## src/scp_pkg.sv

```systemverilog
// ----------------------------------------------------------------------------
// scp_pkg
// Widths, constants and helper functions for the arctangent soft clipper.
// ----------------------------------------------------------------------------
package scp_pkg;

    localparam int SAMPLE_BITS = 16;
    localparam int ATAN_STEPS_REQ = 16;
    localparam int ATAN_STEPS = (ATAN_STEPS_REQ > 32) ? 32 : ATAN_STEPS_REQ;

    localparam int SAMPLE_FRAC = SAMPLE_BITS - 4;
    localparam int DRIVE_BITS = 16;
    localparam int DRIVE_FRAC = 12;
    localparam int ANGLE_FRAC = 30;

    // Product |x|*s carries SAMPLE_FRAC + DRIVE_FRAC fraction bits.
    localparam int PROD_W = SAMPLE_BITS + DRIVE_BITS;
    localparam int PROD_FRAC = SAMPLE_FRAC + DRIVE_FRAC;
    localparam int SH_R = (PROD_FRAC >= ANGLE_FRAC) ? PROD_FRAC - ANGLE_FRAC : 0;
    localparam int SH_L = (PROD_FRAC < ANGLE_FRAC) ? ANGLE_FRAC - PROD_FRAC : 0;
    localparam int DRIVE_SHIFT = ANGLE_FRAC - DRIVE_FRAC;

    // CORDIC vector and angle widths; arguments stay below 2^37.
    localparam int CW = 40;
    localparam int ZW = 33;
    localparam int STEP_W = 5;
    localparam int DEN_W = ZW - 1;

    // Divider: quotient bits SAMPLE_BITS down to 0, the top one flags overflow.
    localparam int QB = SAMPLE_BITS + 1;
    localparam int BIT_W = $clog2(QB);
    localparam int RW = SAMPLE_BITS + DEN_W + 1;

    localparam int IN_DATA_W = ((2 * SAMPLE_BITS + DRIVE_BITS + 7) / 8) * 8;
    localparam int OUT_DATA_W = ((2 * SAMPLE_BITS + 7) / 8) * 8;

    // Pipeline: product, CORDIC steps, divider set-up, divider bits, output.
    localparam int NUM_STAGES = ATAN_STEPS + QB + 3;

    typedef struct packed {
        logic                   pass;
        logic                   neg_l;
        logic                   neg_r;
        logic [SAMPLE_BITS-1:0] raw_l;
        logic [SAMPLE_BITS-1:0] raw_r;
    } scp_side_t;

    // floor(atan(2^-i) * 2^30)
    function automatic logic signed [ZW-1:0] atan_entry(input logic [STEP_W-1:0] i);
        logic signed [ZW-1:0] e;
        case (i)
            5'd0:  e = 33'sd843314856;
            5'd1:  e = 33'sd497837829;
            5'd2:  e = 33'sd263043836;
            5'd3:  e = 33'sd133525158;
            5'd4:  e = 33'sd67021686;
            5'd5:  e = 33'sd33543515;
            5'd6:  e = 33'sd16775850;
            5'd7:  e = 33'sd8388437;
            5'd8:  e = 33'sd4194282;
            5'd9:  e = 33'sd2097149;
            5'd10: e = 33'sd1048575;
            5'd11: e = 33'sd524287;
            5'd12: e = 33'sd262143;
            5'd13: e = 33'sd131071;
            5'd14: e = 33'sd65535;
            5'd15: e = 33'sd32767;
            5'd16: e = 33'sd16383;
            5'd17: e = 33'sd8191;
            5'd18: e = 33'sd4095;
            5'd19: e = 33'sd2047;
            5'd20: e = 33'sd1023;
            5'd21: e = 33'sd511;
            5'd22: e = 33'sd255;
            5'd23: e = 33'sd127;
            5'd24: e = 33'sd63;
            5'd25: e = 33'sd31;
            5'd26: e = 33'sd15;
            5'd27: e = 33'sd7;
            5'd28: e = 33'sd3;
            5'd29: e = 33'sd1;
            default: e = '0;
        endcase
        return e;
    endfunction

    // Bring the Q.(F+12) product to Q.30; right shifts truncate.
    function automatic logic [CW-1:0] align_prod(input logic [PROD_W-1:0] p);
        logic [CW-1:0] a;
        a = CW'(p >> SH_R);
        return a << SH_L;
    endfunction

endpackage

```

## src/scp_div_step.sv

```systemverilog
// ----------------------------------------------------------------------------
// scp_div_step
// One registered restoring-division step that settles one quotient bit.
// ----------------------------------------------------------------------------
module scp_div_step (
    input  logic                               clk,
    input  logic                               en,
    input  logic [scp_pkg::BIT_W-1:0]          bit_idx,
    input  logic [scp_pkg::RW-1:0]             rem_in,
    input  logic [scp_pkg::DEN_W-1:0]          den_in,
    input  logic [scp_pkg::QB-1:0]             q_in,
    output logic [scp_pkg::RW-1:0]             rem_reg,
    output logic [scp_pkg::DEN_W-1:0]          den_reg,
    output logic [scp_pkg::QB-1:0]             q_reg
);

    logic [scp_pkg::RW-1:0] trial;
    logic [scp_pkg::RW-1:0] rem_next;
    logic [scp_pkg::QB-1:0] q_next;

    always_comb
    begin
        trial    = scp_pkg::RW'(den_in) << bit_idx;
        rem_next = rem_in;
        q_next   = q_in;
        if (rem_in >= trial)
        begin
            rem_next        = rem_in - trial;
            q_next[bit_idx] = 1'b1;
        end
    end

    always_ff @(posedge clk)
    begin
        if (en)
        begin
            rem_reg <= rem_next;
            den_reg <= den_in;
            q_reg   <= q_next;
        end
    end

endmodule

```

## config.mk

```make
export PLATFORM = sky130hd
export DESIGN_NAME = scp_div_step
export DESIGN_NICKNAME = d
export VERILOG_FILES = /design/src/scp_pkg.sv /design/src/scp_div_step.sv
export SDC_FILE = /design/constraint.sdc
export NUM_CORES = 1
export LEC_CHECK = 0
export ABC_AREA = 0
export BUFFER_PORTS_ARGS = -buffer_cell sky130_fd_sc_hd__buf_4
export CAP_MARGIN = 30
export CORE_UTILIZATION = 56
export DETAILED_ROUTE_END_ITERATION = 8
export GPL_TIMING_DRIVEN = 0
export PLACE_DENSITY = 0.88
export SYNTH_ARGS = -nofsm -noshare
export SYNTH_HDL_FRONTEND = slang
export SYNTH_SLANG_ARGS = --single-unit
```

## constraint.sdc

```tcl
create_clock -name clk -period 7.1 [get_ports clk]
set_input_delay 2.13 -clock clk [delete_from_list [all_inputs] [get_ports clk]]
set_output_delay 2.13 -clock clk [all_outputs]
set_load 0.02 [all_outputs]
```

# Word-level counts from Yosys, hierarchy flattened

Cells that the tools add are included.
Widths: inputs -> output; s select.

Flip-flop bits (word level): 98
Bits of input ports: 105
Output and inout port bits: 98
Logic and storage cells: 14

Add/subtract/negate cells: 1
Magnitude comparators: 3
Shift-type cells: 1
Mux-type cells: 4
Bitwise logic cells: 1
Reduce and logical (&&, ||, !) cells: 1

Operator list:

| kind               | number |
|---|---|
| $ge 49x49->1       | 1 |
| $mux 49            | 1 |
| $shl 32x5->49      | 1 |
| $sub 49x49->49     | 1 |
| $mux 17            | 1 |
| $or 17x17->17      | 1 |
| $lt 5x6->1 const B | 1 |
| $demux 1 s5        | 1 |
| $ge 5x1->1 const B | 1 |
| $logic_and 1x1->1  | 1 |
| $mux 1             | 1 |

# Logic depth before layout (Yosys ltp)

Depth in word-level cells: 6
Mapped depth: 22
Depth with buffers taken out: 19

# Worst setup path before layout

OpenSTA, ideal clock, no wires.

Path type: input to register
Start: in bit_idx[0] (netlist name)
End: reg rem_reg[47] (netlist name), data pin
Library setup time: 0.260 ns
Arrival: 6.235 ns
Data required time: 6.840 ns
Setup slack: 0.604 ns
Stages: 21
Buffers on the path: 4
Path through: buf_1 -> buf_2 -> mux2i_1 -> mux2i_1 -> mux2_2 -> o21ai_0 -> nor2_1 -> a211oi_1 -> ha_1 -> clkbuf_1 -> and4_1 -> and3_1 -> a21oi_1 -> o21ai_0 -> a21o_1 -> a21oi_1 -> o31ai_2 -> a21oi_4 -> o21ai_4 -> buf_4 -> mux2_4

Longest elaborated chain between the ends: 3
Elaborated cells between the ends (all ways): 4
Those cells by class: 1 x add/sub; 1 x order compare; 1 x shift; 1 x mux

RTL lines:

| element                                        | RTL line                               | text |
|---|---|---|
| from (decl)                                    | scp_div_step.sv:8                      | `input logic [scp_pkg::BIT_W-1:0] bit_idx,` |
| $shl 32x5->49 *                                | scp_div_step.sv:23                     | `trial = scp_pkg::RW'(den_in) << bit_idx;` |
| $sub 49x49->49 or $ge 49x49->1 (tied branches) | scp_div_step.sv:28, scp_div_step.sv:26 |  |
| $mux 49 *                                      | scp_div_step.sv:26                     | `if (rem_in >= trial)` |
| named net rem_next, one bit                    | scp_div_step.sv:18                     | `logic [scp_pkg::RW-1:0] rem_next;` |
| to (signal assigned)                           | scp_div_step.sv:37                     | `rem_reg <= rem_next;` |
| to (decl)                                      | scp_div_step.sv:12                     | `output logic [scp_pkg::RW-1:0] rem_reg,` |

Mark *: on every way through the listed nets, which the timed path passes. The rest lies on a longest branch.
A chain may end at the register's enable or synchronous reset.

# Final worst setup path

Start: in bit_idx[1] (netlist name)
End: reg rem_reg[46] (netlist name), data pin

Same word-level chain as after synthesis.

==> impl_results.rst <==
.. list-table::
   :header-rows: 1

   * - Metric
     - Value
   * - Outcome
     - complete, no violations
   * - Maximum achievable frequency
     - 145 MHz
   * - Via/cell ratio
     - 6.36
   * - CP Data Required Time
     - 7.23 ns
   * - Count of final hold-check violations
     - 0
   * - Clk network pwr share
     - 0.207
   * - Starting density of the core
     - 0.583
   * - Part of the total power dissipated in sequential elements
     - 0.320
   * - Worst slew slack as a fraction of its limit
     - 0.321
   * - Number of buffers on the longest clock path
     - 2
   * - Netlist cell types
     - 63
   * - Main area contributors after synthesis
     - sky130_fd_sc_hd__edfxtp_1 34%, sky130_fd_sc_hd__ha_1 7.4%, sky130_fd_sc_hd__mux2_4 7.2%
   * - Number of placed I/O pins
     - 203
   * - FF+latch area
     - 2940 sq um
   * - Portion of total power attributed to combinational logic
     - 0.473
   * - Pin count of the biggest net entering global routing
     - 59
   * - Die W
     - 126 um
   * - Internal power component
     - 1.51 mW
   * - PD cells
     - 225 nW/um^2
   * - Area of the mapped netlist
     - 8600 sq um
   * - Layout cell share with drive strength beyond 1
     - 0.320
   * - Number of iterations in the first detailed-routing pass
     - 6
   * - Data arrival time of the critical path
     - 7.03 ns
   * - Gr usage total
     - 0.333
   * - Synth top cells by count
     - 98 x sky130_fd_sc_hd__edfxtp_1, 81 x sky130_fd_sc_hd__nand2_1, 80 x sky130_fd_sc_hd__a21oi_1
   * - Area occupied by multi-input gates
     - 5410 sq um
   * - Adder-cell share of the synthesized area
     - 0.0765
   * - Port buffer count
     - 199
   * - Antenna Cells
     - 0
   * - Asr flop ratio synth
     - 0
   * - Sum of net half-perimeters after detailed placement
     - 20800 um
   * - Setup_tns
     - 0 ns
   * - Routed Wire Length
     - 26500 um
   * - Setup repair after global routing missed its margin
     - false
   * - Pins over their slew limit
     - 0
   * - Tightest Pin Transition
     - 1.01 ns
   * - Area of the die
     - 15900 sq um
   * - Category of the worst setup path capture point
     - register
   * - Final Setup Violations
     - 0
   * - Hold Path Class
     - in2reg
   * - Clock sink total
     - 98
   * - Drt drc
     - 0
   * - Max rail drop VDD
     - 138 uV
   * - Highest fanout seen on the critical path
     - 10
   * - Xor/xnor cell area share of the yosys netlist
     - 0.0448
   * - Vias in the first global route
     - 7573
   * - Placeable Area
     - 14800 sq um
   * - Avg WL per Cell
     - 21.0 um
   * - Share of the synthesized area in compound gates (AO/OA/AOI/OAI)
     - 0.192
   * - Synth-to-Final Area Change
     - 24.5%
   * - Yosys synthesis warning count
     - 0
   * - Number of violations of the max-capacitance limit
     - 0
   * - Number of enable flip-flop cells after synthesis
     - 98
   * - Static leakage
     - 4.57 nW
   * - #FFs+latches synth
     - 98
   * - Type of the setup path with the least slack
     - in2reg
   * - Total chip power
     - 2.41 mW
   * - Largest family of logic cells by synthesized area
     - compound AO/OA/AOI/OAI gates
   * - Synthesized area divided by synthesized cell count
     - 10.0 sq um
   * - Number of nets in the final layout
     - 1231
   * - Synthesized netlist cell count
     - 860
   * - Max reg flops
     - 49
   * - Number of antenna violations at the first check in global routing
     - 0
   * - CTS H-tree depth
     - 3
   * - Die Y
     - 126 um
   * - Synthesized-area fraction occupied by and/or/nand/nor cells
     - 0.125
   * - Switching part of the total
     - 0.375
   * - DRT antenna net count
     - 0
   * - Root Buffer Master
     - sky130_fd_sc_hd__clkbuf_16
   * - Final critical delay including setup and external delays
     - 6.90 ns
   * - Clock buffers created by TritonCTS
     - 9
   * - TritonCTS clock tree
     - yes
   * - Multiplexer area fraction after synthesis
     - 0.189
   * - FILL cells
     - 1135
   * - Number of design-rule violations left by the first detailed-router iteration
     - 669
   * - # rows
     - 44
   * - Global-route wire length before repair
     - 40400 um
   * - NetSw
     - 0.904 mW
   * - Overflow left after global routing
     - 0
   * - Clock slew at reported path FFs
     - 0.08 ns
   * - Post-synth net total
     - 1017
   * - Synth top area share
     - 0.342
   * - Number of vias in the routed layout
     - 8034
   * - Setup crit start kind
     - primary input
   * - Final Hold Slack
     - 1.96 ns
   * - Prevailing post-synth register cell
     - sky130_fd_sc_hd__edfxtp_1
   * - Portion of the clock cycle consumed by the worst path in the final layout
     - 0.972
   * - Most frequent cell after synthesis
     - sky130_fd_sc_hd__edfxtp_1
   * - Weighted congestion reported at the end of routability-driven placement
     - 0.980
   * - Sequential share of the synthesized area
     - 0.342
   * - Cell type with the largest total area after synthesis
     - sky130_fd_sc_hd__edfxtp_1
[power groups by stage]
stage               logic [mW]  registers, mW  clock network (mW)
floorplan                0.645          0.889                   0
global placement          1.09          0.782                   0
detailed placement        1.11          0.783                   0
CTS                       1.12          0.773               0.502
global route              1.22          0.779               0.528
finish                    1.14          0.772               0.501
[worst paths after layout]
check	slack (ns)	from	depth (start not counted)	to
setup / recovery	0.20	bit_idx[1]	19	rem_reg[46]$_DFFE_PP_
hold / removal	1.96	den_in[28]	1	den_reg[28]$_DFFE_PP_
[layout by cell type, fill, tap and decap left out, types with 4 or more instances in the layout]
cell type                   instances
sky130_fd_sc_hd__nand4_1           13
sky130_fd_sc_hd__and3_1             8
sky130_fd_sc_hd__a211oi_1           5
sky130_fd_sc_hd__buf_4            205
sky130_fd_sc_hd__inv_1             16
sky130_fd_sc_hd__and2_1             7
sky130_fd_sc_hd__a31o_2            19
sky130_fd_sc_hd__o21ai_0           52
sky130_fd_sc_hd__o21ai_1            4
sky130_fd_sc_hd__a21oi_1           80
sky130_fd_sc_hd__nand2b_1          12
sky130_fd_sc_hd__xor2_1            13
sky130_fd_sc_hd__ha_1              51
sky130_fd_sc_hd__edfxtp_1          98
sky130_fd_sc_hd__o21a_1             6
sky130_fd_sc_hd__mux4_2            16
sky130_fd_sc_hd__mux2i_1           41
sky130_fd_sc_hd__clkbuf_16          9
sky130_fd_sc_hd__o21bai_1           9
sky130_fd_sc_hd__nor2b_1           14
sky130_fd_sc_hd__nor3_1            10
sky130_fd_sc_hd__mux2_4            41
sky130_fd_sc_hd__o31ai_1            4
sky130_fd_sc_hd__nor2_1            61
sky130_fd_sc_hd__nand2_1           81
sky130_fd_sc_hd__buf_6              4
sky130_fd_sc_hd__a21o_1            24
sky130_fd_sc_hd__a31oi_1            9
sky130_fd_sc_hd__o22a_1             8
sky130_fd_sc_hd__clkbuf_1          27
sky130_fd_sc_hd__nand3_1           14
sky130_fd_sc_hd__mux2_2            21
sky130_fd_sc_hd__xnor2_1           31
[metrics by stage]
stage | cells | utilization | setup WS, ns | cell area [sq um]
6_report | 1263 | 0.726 | 0.199 | 10700
3_5_place_dp | 1244 | 0.702 | -1.20 | 10400
4_1_cts | 1263 | 0.724 | 0.0220 | 10700
3_3_place_gp | 1243 | 0.700 | -1.06 | 10300
2_1_floorplan | 860 | - | 0.604 | 8600
5_1_grt | 1263 | 0.726 | 0.0374 | 10700
[layout make-up]
class / instances / share of cell area
multi-input combinational: 700 / 0.505
sequential: 98 / 0.275
timing repair buffer: 203 / 0.144
tap: 184 / 0.0215
buffer: 45 / 0.0213
clock buffer: 9 / 0.0210
clock inverter: 7 / 0.00666
inverter: 17 / 0.00596
[metal layers]
metal / GRT usage / part of all wire
met2: 0.537 / 0.47
met3: 0.0637 / 0.088
met1: 0.443 / 0.42
met5: 0 / 0
met4: 0.131 / 0.029
[kinds of logic (layout without fill, tap and decap cells)]
logic type,count (synthesis),count (layout)
xor+xnor,44,44
simple gates,232,232
mux,119,119
buf+inv,62,281
fa+ha+maj,52,52
compound gates,253,253
flops,98,98
[worst max-delay path, cell delays in order]
cell and delay, ns:
sky130_fd_sc_hd__clkbuf_2 0.20, sky130_fd_sc_hd__clkbuf_2 0.30, sky130_fd_sc_hd__clkbuf_2 0.31, sky130_fd_sc_hd__nand2_1 0.10
sky130_fd_sc_hd__o22ai_2 0.25, sky130_fd_sc_hd__mux2i_1 0.18, sky130_fd_sc_hd__a21oi_1 0.35, sky130_fd_sc_hd__nand2_1 0.14
sky130_fd_sc_hd__ha_1 0.30, sky130_fd_sc_hd__clkbuf_1 0.25, sky130_fd_sc_hd__and4_1 0.29, sky130_fd_sc_hd__nand4_1 0.22
sky130_fd_sc_hd__a2111oi_2 0.44, sky130_fd_sc_hd__nor4_1 0.11, sky130_fd_sc_hd__o21ai_1 0.37, sky130_fd_sc_hd__o21ai_0 0.30
sky130_fd_sc_hd__o32ai_1 0.39, sky130_fd_sc_hd__xor2_1 0.12, sky130_fd_sc_hd__mux2_4 0.27
[what timing repair did]
item	4_1_cts	5_1_grt
pin swaps	1	0
hold buffers	0	0
gates resized for setup	8	13
endpoints found under the setup margin	66	65
setup buffers	3	0
Power figures use the tool's default switching activity.
